## src/rtl/mbp_pkg.sv

```systemverilog
// ----------------------------------------------------------------------------
// mbp_pkg
// shared constants and types of the msb-first bit packer
// ----------------------------------------------------------------------------
`default_nettype none

package mbp_pkg;

  localparam int MAX_CODE_BITS = 16;
  localparam int FIELD_BITS    = 16;
  localparam int BYTE_BITS     = 8;
  localparam int LEN_W         = 5;
  localparam int HOLD_W        = 7;
  localparam int CNT_W         = 3;
  localparam int ACC_W         = HOLD_W + FIELD_BITS;

  localparam int LEN_LIMIT_INT = (MAX_CODE_BITS < FIELD_BITS) ? MAX_CODE_BITS : FIELD_BITS;
  localparam logic [LEN_W-1:0] LEN_LIMIT = LEN_W'(LEN_LIMIT_INT);

  localparam int Q_DEPTH = 2;
  localparam int Q_PTR_W = (Q_DEPTH > 1) ? $clog2(Q_DEPTH) : 1;
  localparam int Q_CNT_W = $clog2(Q_DEPTH + 1);

  typedef enum logic {
    ACT_WRITE = 1'b0,
    ACT_FLUSH = 1'b1
  } action_t;

  // one to two finished bytes caused by a single input beat
  typedef struct packed {
    logic                 two;
    logic [BYTE_BITS-1:0] first;
    logic [BYTE_BITS-1:0] second;
  } job_t;

endpackage

`default_nettype wire

```

## src/rtl/mbp_in_if.sv

```systemverilog
// ----------------------------------------------------------------------------
// mbp_in_if
// code channel: action, code bits and length
// ----------------------------------------------------------------------------
`default_nettype none

interface mbp_in_if;
  logic        valid;
  logic        ready;
  logic        action;
  logic [15:0] code_value;
  logic [4:0]  code_length;

  modport source (output valid, output action, output code_value, output code_length,
                  input ready);
  modport sink (input valid, input action, input code_value, input code_length,
                output ready);
endinterface

`default_nettype wire

```

## src/rtl/mbp_out_if.sv

```systemverilog
// ----------------------------------------------------------------------------
// mbp_out_if
// byte channel: packed byte and end-of-run mark
// ----------------------------------------------------------------------------
`default_nettype none

interface mbp_out_if;
  logic       valid;
  logic       ready;
  logic [7:0] out_byte;
  logic       last_of_run;

  modport source (output valid, output out_byte, output last_of_run, input ready);
  modport sink (input valid, input out_byte, input last_of_run, output ready);
endinterface

`default_nettype wire

```

## src/rtl/mbp_front.sv

```systemverilog
// ----------------------------------------------------------------------------
// mbp_front
// accepts code beats, merges them with the held bits and emits byte jobs
// ----------------------------------------------------------------------------
`default_nettype none

module mbp_front
  import mbp_pkg::*;
(
  input  wire logic  clk,
  input  wire logic  rst,
  mbp_in_if.sink     din,
  input  wire logic  q_full,
  output logic       push,
  output job_t       job
);

  logic [HOLD_W-1:0]     pending_bits, pending_bits_next;
  logic [CNT_W-1:0]      pending_count, pending_count_next;

  logic                  accept;
  logic [LEN_W-1:0]      len;
  logic [FIELD_BITS:0]   wide_mask;
  logic [FIELD_BITS-1:0] code;
  logic [ACC_W-1:0]      acc;
  logic [LEN_W-1:0]      total;
  logic [LEN_W-1:0]      sh_first;
  logic [LEN_W-1:0]      sh_second;
  logic [ACC_W-1:0]      acc_first;
  logic [ACC_W-1:0]      acc_second;
  logic [CNT_W-1:0]      rest;
  logic [HOLD_W-1:0]     rest_mask;
  logic [BYTE_BITS-1:0]  flush_byte;
  logic [CNT_W:0]        pad;

  assign din.ready = !q_full;
  assign accept    = din.valid && din.ready;

  always_comb begin
    len        = (din.code_length > LEN_LIMIT) ? LEN_LIMIT : din.code_length;
    wide_mask  = ~({(FIELD_BITS+1){1'b1}} << len);
    code       = din.code_value & wide_mask[FIELD_BITS-1:0];
    acc        = (ACC_W'(pending_bits) << len) | ACC_W'(code);
    total      = LEN_W'(pending_count) + len;
    sh_first   = total - LEN_W'(BYTE_BITS);
    sh_second  = total - LEN_W'(2 * BYTE_BITS);
    acc_first  = acc >> sh_first;
    acc_second = acc >> sh_second;
    rest       = total[CNT_W-1:0];
    rest_mask  = ~({HOLD_W{1'b1}} << rest);
    pad        = (CNT_W+1)'(BYTE_BITS) - {1'b0, pending_count};
    flush_byte = 8'((BYTE_BITS+HOLD_W)'(pending_bits) << pad);

    push               = 1'b0;
    job.two            = 1'b0;
    job.first          = acc_first[BYTE_BITS-1:0];
    job.second         = acc_second[BYTE_BITS-1:0];
    pending_bits_next  = pending_bits;
    pending_count_next = pending_count;

    if (accept) begin
      case (action_t'(din.action))
        ACT_FLUSH: begin
          if (pending_count != '0) begin
            push      = 1'b1;
            job.first = flush_byte;
          end
          pending_bits_next  = '0;
          pending_count_next = '0;
        end
        ACT_WRITE: begin
          if (total >= LEN_W'(BYTE_BITS)) begin
            push    = 1'b1;
            job.two = (total >= LEN_W'(2 * BYTE_BITS));
          end
          pending_bits_next  = acc[HOLD_W-1:0] & rest_mask;
          pending_count_next = rest;
        end
        default: begin
          pending_bits_next  = pending_bits;
          pending_count_next = pending_count;
        end
      endcase
    end
  end

  always_ff @(posedge clk) begin
    if (rst) begin
      pending_bits  <= '0;
      pending_count <= '0;
    end else begin
      pending_bits  <= pending_bits_next;
      pending_count <= pending_count_next;
    end
  end

endmodule

`default_nettype wire

```

## src/rtl/mbp_queue.sv

```systemverilog
// ----------------------------------------------------------------------------
// mbp_queue
// short job queue between the front and back parts
// ----------------------------------------------------------------------------
`default_nettype none

module mbp_queue
  import mbp_pkg::*;
(
  input  wire logic clk,
  input  wire logic rst,
  input  wire logic push,
  input  job_t      push_job,
  input  wire logic pop,
  output logic      full,
  output logic      empty,
  output job_t      head
);

  job_t               slots [Q_DEPTH];
  logic [Q_PTR_W-1:0] wr_ptr;
  logic [Q_PTR_W-1:0] rd_ptr;
  logic [Q_CNT_W-1:0] fill;

  assign full  = (fill == Q_CNT_W'(Q_DEPTH));
  assign empty = (fill == '0);
  assign head  = slots[rd_ptr];

  always_ff @(posedge clk) begin
    if (push && !full) begin
      slots[wr_ptr] <= push_job;
    end
  end

  always_ff @(posedge clk) begin
    if (rst) begin
      wr_ptr <= '0;
      rd_ptr <= '0;
      fill   <= '0;
    end else begin
      if (push && !full) begin
        wr_ptr <= (wr_ptr == Q_PTR_W'(Q_DEPTH - 1)) ? '0 : wr_ptr + 1'b1;
      end
      if (pop && !empty) begin
        rd_ptr <= (rd_ptr == Q_PTR_W'(Q_DEPTH - 1)) ? '0 : rd_ptr + 1'b1;
      end
      fill <= fill + Q_CNT_W'(push && !full) - Q_CNT_W'(pop && !empty);
    end
  end

endmodule

`default_nettype wire

```

## src/rtl/mbp_back.sv

```systemverilog
// ----------------------------------------------------------------------------
// mbp_back
// drains byte jobs one byte per beat into the output register
// ----------------------------------------------------------------------------
`default_nettype none

module mbp_back
  import mbp_pkg::*;
(
  input  wire logic clk,
  input  wire logic rst,
  input  wire logic q_empty,
  input  job_t      head,
  output logic      pop,
  mbp_out_if.source dout
);

  logic                 hold_second;
  logic [BYTE_BITS-1:0] second_byte;
  logic                 load;

  assign load = !dout.valid || dout.ready;
  assign pop  = load && !hold_second && !q_empty;

  always_ff @(posedge clk) begin
    if (rst) begin
      dout.valid  <= 1'b0;
      hold_second <= 1'b0;
    end else if (load) begin
      if (hold_second) begin
        dout.valid  <= 1'b1;
        hold_second <= 1'b0;
      end else if (!q_empty) begin
        dout.valid  <= 1'b1;
        hold_second <= head.two;
      end else begin
        dout.valid  <= 1'b0;
      end
    end
  end

  always_ff @(posedge clk) begin
    if (load) begin
      if (hold_second) begin
        dout.out_byte    <= second_byte;
        dout.last_of_run <= 1'b1;
      end else begin
        dout.out_byte    <= head.first;
        dout.last_of_run <= !head.two;
        second_byte      <= head.second;
      end
    end
  end

endmodule

`default_nettype wire

```

## src/rtl/msb_first_bit_packer.sv

```systemverilog
// ----------------------------------------------------------------------------
// msb_first_bit_packer
// packs variable-length codes msb first into a byte stream
// ----------------------------------------------------------------------------
// din carries one beat per code: action selects append or flush, code_length
// (saturated to 16) low bits of code_value are appended behind the held bits.
// dout carries the finished bytes, first written bit in bit 7; last_of_run
// marks the final byte caused by one din beat. a write causes zero to two
// bytes, a flush one zero-padded byte if any bits are held.
// the front accepts a beat every cycle while the two-entry job queue has room
// and updates the held bits at once. the first byte of a beat passes through
// the job queue and the output register on its way to dout. dout runs at one
// byte per cycle while dout.ready holds, so a sustained mix of two-byte codes
// is paced by dout. when dout stalls, the queue fills and din.ready drops.
// reset clears the held bits, the queue and the output register.
// ----------------------------------------------------------------------------
`default_nettype none

module msb_first_bit_packer
  import mbp_pkg::*;
(
  input  wire logic clk,
  input  wire logic rst,
  mbp_in_if.sink    din,
  mbp_out_if.source dout
);

  logic push;
  logic pop;
  logic q_full;
  logic q_empty;
  job_t push_job;
  job_t head;

  mbp_front u_front (
    .clk    (clk),
    .rst    (rst),
    .din    (din),
    .q_full (q_full),
    .push   (push),
    .job    (push_job)
  );

  mbp_queue u_queue (
    .clk      (clk),
    .rst      (rst),
    .push     (push),
    .push_job (push_job),
    .pop      (pop),
    .full     (q_full),
    .empty    (q_empty),
    .head     (head)
  );

  mbp_back u_back (
    .clk     (clk),
    .rst     (rst),
    .q_empty (q_empty),
    .head    (head),
    .pop     (pop),
    .dout    (dout)
  );

endmodule

`default_nettype wire

```

## src/flat_wrapper.sv

```systemverilog
// flat-port wrapper written by rule: the top's interface ports become plain ports
module msb_first_bit_packer_flat import mbp_pkg::*;
  (clk, rst, din_valid, din_action, din_code_value, din_code_length, din_ready, dout_valid, dout_out_byte, dout_last_of_run, dout_ready);
  mbp_in_if din_i ();
  mbp_out_if dout_i ();
  input  wire logic clk;
  input  wire logic rst;
  input wire logic [$bits(din_i.valid)-1:0] din_valid;
  input wire logic [$bits(din_i.action)-1:0] din_action;
  input wire logic [$bits(din_i.code_value)-1:0] din_code_value;
  input wire logic [$bits(din_i.code_length)-1:0] din_code_length;
  output wire logic [$bits(din_i.ready)-1:0] din_ready;
  output wire logic [$bits(dout_i.valid)-1:0] dout_valid;
  output wire logic [$bits(dout_i.out_byte)-1:0] dout_out_byte;
  output wire logic [$bits(dout_i.last_of_run)-1:0] dout_last_of_run;
  input wire logic [$bits(dout_i.ready)-1:0] dout_ready;
  assign din_i.valid = din_valid;
  assign din_i.action = din_action;
  assign din_i.code_value = din_code_value;
  assign din_i.code_length = din_code_length;
  assign din_ready = din_i.ready;
  assign dout_valid = dout_i.valid;
  assign dout_out_byte = dout_i.out_byte;
  assign dout_last_of_run = dout_i.last_of_run;
  assign dout_i.ready = dout_ready;
  msb_first_bit_packer u_core (.clk(clk), .rst(rst), .din(din_i), .dout(dout_i));
endmodule
```

## config.mk

```make
export PLATFORM = sky130hd
export DESIGN_NAME = msb_first_bit_packer_flat
export DESIGN_NICKNAME = d
export VERILOG_FILES = /design/src/rtl/mbp_pkg.sv /design/src/rtl/mbp_in_if.sv /design/src/rtl/mbp_out_if.sv /design/src/rtl/mbp_front.sv /design/src/rtl/mbp_queue.sv /design/src/rtl/mbp_back.sv /design/src/rtl/msb_first_bit_packer.sv /design/src/flat_wrapper.sv
export SDC_FILE = /design/constraint.sdc
export NUM_CORES = 1
export LEC_CHECK = 0
export BUFFER_PORTS_ARGS = -buffer_cell sky130_fd_sc_hd__clkbuf_2
export CELL_PAD_IN_SITES_DETAIL_PLACEMENT = 2
export CELL_PAD_IN_SITES_GLOBAL_PLACEMENT = 2
export CORE_MARGIN = 2
export CORE_UTILIZATION = 38
export DETAILED_ROUTE_END_ITERATION = 7
export PLACE_DENSITY = 0.78
export REMOVE_ABC_BUFFERS = 1
export SYNTH_ARGS = -nofsm -noshare
export SYNTH_HDL_FRONTEND = slang
export SYNTH_SLANG_ARGS = --single-unit
```

## constraint.sdc

```tcl
create_clock -name clk -period 5.5 [get_ports clk]
set_clock_uncertainty 0.15 [all_clocks]
set_input_delay 1.1 -clock clk [delete_from_list [all_inputs] [get_ports clk]]
set_output_delay 1.1 -clock clk [all_outputs]
set_load 0.005 [all_outputs]
```

# [Yosys cells after proc, flatten, opt, wreduce, memory -nomap -nowiden]
# Memory sizes are Yosys's and may differ from the RTL's. A register that Yosys moved wholly into a read port is not among the register bits.
# Index checks and enable logic that the tools add are counted.
[word_totals] wordCells=73 mem_count=1 register_bits=33 input_bits=26 ram_bits=34 out_inout_bits=11
[memory_table] memory="u_core.u_queue.slots" depth=2 word_bits=17 rd=1 rd_ports_with_merged_regs=1 wr=1 line="mbp_queue.sv:20" text="job_t slots [Q_DEPTH];"
[op_classes] eq_ne=1 shifts=6 reduce_logical=14 n_bitwise=7 n_mux=23 n_lt_le_gt_ge=3 addsub=8
[op_table] operator="right shift 23 x 5 -> 8 bit" count=2
[op_table] operator="two-way mux 8 bit" count=3
[op_table] operator="bitwise OR 23 x 16 -> 23 bit" count=1
[op_table] operator="left shift 7 x 5 -> 23 bit" count=1
[op_table] operator="left shift 17 x 5 -> 16 bit (first input constant)" count=1
[op_table] operator="AND 16 bit" count=1
[op_table] operator="inverter 16 bit" count=1
[op_table] operator="two-way mux 1 bit" count=15
[op_table] operator="case mux 7 bit (2 select lines)" count=1
[op_table] operator="two-way mux 9 bit" count=1
[op_table] operator="left shift 7 x 4 -> 8 bit" count=1
[op_table] operator="AND 7 bit" count=1
[op_table] operator="inverter 7 bit" count=1
[op_table] operator="left shift 7 x 3 -> 7 bit (first input constant)" count=1
[op_table] operator="case mux 3 bit (2 select lines)" count=1
[op_table] operator="adder 3 x 5 -> 5 bit" count=1
[op_table] operator=">= comparator 5 x 4 -> 1 bit (second input constant)" count=1
[op_table] operator=">= comparator 5 bit (second input constant)" count=1
[op_table] operator="> comparator 5 bit (second input constant)" count=1
[op_table] operator="logical AND 1 bit" count=5
[op_table] operator="logical NOT 1 bit" count=5
[op_table] operator="two-way mux 5 bit" count=1
[op_table] operator="subtractor 5 x 4 -> 5 bit (second input constant)" count=1
[op_table] operator="subtractor 5 bit (second input constant)" count=1
[op_table] operator="11 further kinds" count=13

# [Longest topological paths before layout]
[logic_depth] depth_word=10 mapped_depth=17 depth_no_buf=16

# [Modules after synthesis]
# A second synthesis with hierarchy kept.
[unflattened] cells_unflattened=566 area_unflattened_um2=5383.9
[by_module_without_submodules] module="mbp_front" seq_area_each_um2=200.2 cells_each=449 area_each_um2=3175.5 instances=1
[by_module_without_submodules] module="mbp_queue" seq_area_each_um2=1121.1 cells_each=80 area_each_um2=1460.2 instances=1
[by_module_without_submodules] module="mbp_back" seq_area_each_um2=550.5 cells_each=37 area_each_um2=748.2 instances=1

# [Worst setup path before layout]
# Ideal clock, no wire load.
[synth_path] kind="in2reg" from="in din_code_length[4]" to="mem u_core.u_queue.slots[1][0] (netlist bit) (enable)" t_arrival_ns=3.879 n_path_buf=2 t_required_ns=4.956 path_slack_ns=1.077 setup_ns=0.394 path_stages=11 path_cell_list="buf_2 > buf_6 > nand2b_1 > nor2_1 > fa_1 > maj3_1 > a21oi_2 > nand2_1 > o21ai_0 > a21oi_1 > nor2b_1"
[synth_via] elab_chain_len=10
[synth_lines] item="start, declared" line="flat_wrapper.sv:11" text="input wire logic [$bits(din_i.code_length)-1:0] din_code_length;"
[synth_lines] item="> comparator 5 bit" line="mbp_front.sv:40" text="len = (din.code_length > LEN_LIMIT) ? LEN_LIMIT : din.code_length;"
[synth_lines] item="two-way mux 5 bit *" line="mbp_front.sv:40"
[synth_lines] item="adder 3 x 5 -> 5 bit *" line="mbp_front.sv:44" text="total = LEN_W'(pending_count) + len;"
[synth_lines] item=">= comparator 5 x 4 -> 1 bit *" line="mbp_front.sv:72" text="if (total >= LEN_W'(BYTE_BITS)) begin"
[synth_lines] item="two-way mux 1 bit *" line="mbp_front.sv:72"
[synth_lines] item="case mux 1 bit (2 select lines) *" line="mbp_front.sv:62" text="case (action_t'(din.action))"
[synth_lines] item="two-way mux 1 bit *" line="mbp_front.sv:61" text="if (accept) begin"
[synth_lines] item="logical AND 1 bit *" line="mbp_queue.sv:30" text="if (push && !full) begin"
[synth_lines] item="two-way mux 1 bit *" line="mbp_queue.sv:30"
[synth_lines] item="two-way mux 1 bit (not written as such) *" line="mbp_queue.sv:31" text="slots[wr_ptr] <= push_job;"
[synth_lines] item="end, declared" line="mbp_queue.sv:20"
# Mark *: on every way between the ends. The rest lies on a longest branch, timed or not.

==> run_results.csv <==
group,metric,value,unit
synth,synth_area,5250,sq um
floorplanning,die_area,14800,sq um
power,pwr-share-seq,40.5,%
synth,synth_area_leaders,"edfxtp_1 (29%), mux2i_1 (7.6%), dfxtp_1 (6.5%)",
synth,ys_seq_area_share,35.6,%
finish,final_nets,634,
clock_tree,cts_buffer_depth,2,
timing,max_freq,0.215,GHz
power,peakVddDrop,0.116,mV
place,place_congestion,0.896,
clock_tree,cts_setup_buffers,0,
finish,diodes,0,
timing,drv_slew,0,
routing,drc,0,
setup_path,end_kind,"flop",
synth,synthFlopType,"edfxtp_1",
timing,setup_tns,0,ns
floorplanning,fp-row-count,42,
global_route,grt_overflow,0,
clock_tree,post_cts_resized,0,
routing,initialDrtViolationCount,223,
setup_path,critPathKind,"in -> reg",
power,clkPwrFrac,28.5,%
setup_path,r2r-end,"u_core.u_queue.slots[1][11]",
setup_path,r2r_slack,1.27,ns
routing,drt-vias-per-instance,6.25,
setup_path,cp-endpoint,"u_core.u_queue.slots[1][11]",
clock_tree,clkSlewWorstSetupHoldPaths,0.06,ns
min_path,hold_path.class,"reg -> reg",
routing,ant_nets,0,
setup_path,crit_path_start_kind,"input port",
setup_path,crit_required,5.40,ns
clock_tree,cts.hold.buffers_added,0,
power,pwr-share-comb,31.0,%
timing,slew_headroom,38.1,%
floorplanning,io_pins,37,
timing,worst_pin_slew,0.927,ns
power,p_switching,0.639,mW
setup_path,crit_arrival,4.56,ns
synth,synth_cells,588,
routing,drt_first_pass_iters,4,
power,switching_share,34.1,%
finish,post_route_cells_drive_above_1_share,17.4,%
clock_tree,cts_tree,"built",
clock_tree,cts.sinks,68,
floorplanning,floorplan.initialDensity,39.3,%
setup_path,startpoint,"din_code_length[4]",
setup_path,r2r_cells,8,
synth,async_reset_ff_share,0,%
setup_path,rr_startpoint,"u_core.u_front.pending_count[0]",
timing,setup_violations,0,
synth,ys_ff_latch,68,
job,maxCapViolations,0,
finish,syn2layout_area_growth,10.6,%
min_path,hold_path_depth,2,
timing,period_share,84.7,%
status,status,"complete, no violations",
floorplanning,die_y,122,um
synth,yosys_warnings,0,
global_route,antenna_found_initial,0,
place,portBuffers,36,
synth,syn_avg_cell_area,8.93,sq um
global_route,grt_max_degree,39,
routing,vias,4883,
timing,grt_setup_unrepaired,"false",
floorplanning,coreArea,13300,sq um
clock_tree,cts_htree_levels,3,
synth,yosysTopAreaCellShare,29.2,%
finish,postLayoutCoreUtil,43.5,%
global_route,grt_pass1_vias,5309,
global_route,globalRouteTotalUtil,28.0,%
timing,period_minus_slack,4.66,ns
synth,synthDistinctLibCells,85,
finish,layout_commonest_cell,"nand2_1",
clock_tree,clk_latency,0.33,ns
place,dp_hpwl,15300,um
routing,drt_wl_total,20100,um
routing,wl_per_cell,25.7,um
synth,yosysTopAreaCell,"edfxtp_1",
clock_tree,clockRootBuffer,"clkbuf_16",
synth,synth_edf_count,51,
setup_path,crit_fanout,38,
power,powerDensity,323,nW/um^2
finish,final_cell_mix,"nand2_1 (61), edfxtp_1 (51), nor2_1 (49)",
power,internal_power,1.23,mW
timing,hold_viol_final,0,
floorplanning,die_x,122,um
power,leakagePower,2.14,nW
clock_tree,numCtsBuffers,9,
global_route,grt_pass1_wl,31200,um
Yosys cell counts (5+ instances only):
library cell,n
nand2_1,61
edfxtp_1,51
nor2_1,49
a21oi_1,42
mux2i_1,40
o21ai_0,30
clkbuf_1,22
buf_2,20
nand3_1,18
dfxtp_1,17
nor3_1,15
inv_1,13
mux2_2,13
nand2b_1,11
o211ai_1,11
a32oi_1,10
a211oi_1,9
nor2b_1,9
a31oi_1,7
ha_1,7
a21o_1,6
a22oi_1,6
and2_1,5
o31ai_1,5
xnor2_1,5
worst max-delay path, stage by stage:
cell and delay (ns):
clkbuf_2 0.09, buf_4 0.33, nand2b_1 0.27, nor2_1 0.08, fa_1 0.42, xnor2_1 0.57, xnor2_2 0.21, buf_4 0.30
nor2_1 0.08, a22oi_1 0.45, a211oi_1 0.16, o31ai_1 0.48
power groups by stage:
stage,registers (mW),logic [mW],clock network [mW]
floorplan,0.742,0.350,0
global placement,0.754,0.539,0
detailed placement,0.770,0.573,0
CTS,0.763,0.583,0.541
global route,0.772,0.631,0.559
finish,0.759,0.580,0.534
per-stage QoR:
| step | setup slack, ns | power (mW) | hold slack, ns | instances | instance area [sq um] |
|---|---|---|---|---|---|
| 2_1_floorplan | 0.399 | 1.09 | 0.331 | 537 | 4990 |
| 3_3_place_gp | 0.697 | 1.29 | 0.345 | 765 | 5530 |
| 3_5_place_dp | 0.515 | 1.34 | 0.374 | 765 | 5530 |
| 4_1_cts | 0.846 | 1.89 | 0.400 | 781 | 5810 |
| 5_1_grt | 0.597 | 1.96 | 0.436 | 781 | 5810 |
| 6_report | 0.840 | 1.87 | 0.393 | 781 | 5810 |
cells by family (layout without fill, tap and decap cells):
kind of cell,count (synthesis),after routing,share of synthesized area (%)
compound gates,181,181,24.5
fa+ha+maj,9,9,2.24
buf+inv,67,84,6.05
flops,68,68,35.6
xor+xnor,8,8,1.62
mux,57,57,11.6
simple gates,198,198,18.4
registers in the layout, indices dropped and copies added (netlist names), 2 cells and up, named ones only:
name,count
u_core.u_back.second_byte,8
u_core.u_front.pending_count,3
u_core.u_back.dout.out_byte,8
u_core.u_queue.slots,34
u_core.u_front.pending_bits,7
u_core.u_queue.fill,2
area by class of cell:
class | count | area (sq um)
clock inverter | 2 | 12.5
fill | 1488 | 7540
timing repair buffer | 52 | 300
multi-input combinational | 453 | 3080
sequential | 68 | 1870
tap | 176 | 220
clock buffer | 14 | 264
inverter | 16 | 60.1
layer usage:
layer,vias to the layer above,wire (um),share of wire (%),track usage (%)
li1,2248,-,-,-
met1,2464,8300,41,33.3
met2,131,10400,52,52.0
met3,40,564,2.8,1.97
met4,0,759,3.8,11.7
met5,-,0,0,0
how the worst min path moves through the flow:
stage	from	to	slack, ns
finish	u_core.u_queue.wr_ptr	u_core.u_queue.wr_ptr	0.39
global route	u_core.u_queue.slots[1][0]	u_core.u_back.second_byte[0]	0.44
CTS	u_core.u_queue.wr_ptr	u_core.u_queue.wr_ptr	0.40
detailed placement	u_core.u_back.second_byte[4]	u_core.u_back.dout.out_byte[4]	0.37
global placement	u_core.u_queue.wr_ptr	u_core.u_queue.wr_ptr	0.34
floorplan	u_core.u_queue.rd_ptr	flop	0.33
Power figures use the tool's default switching activity.
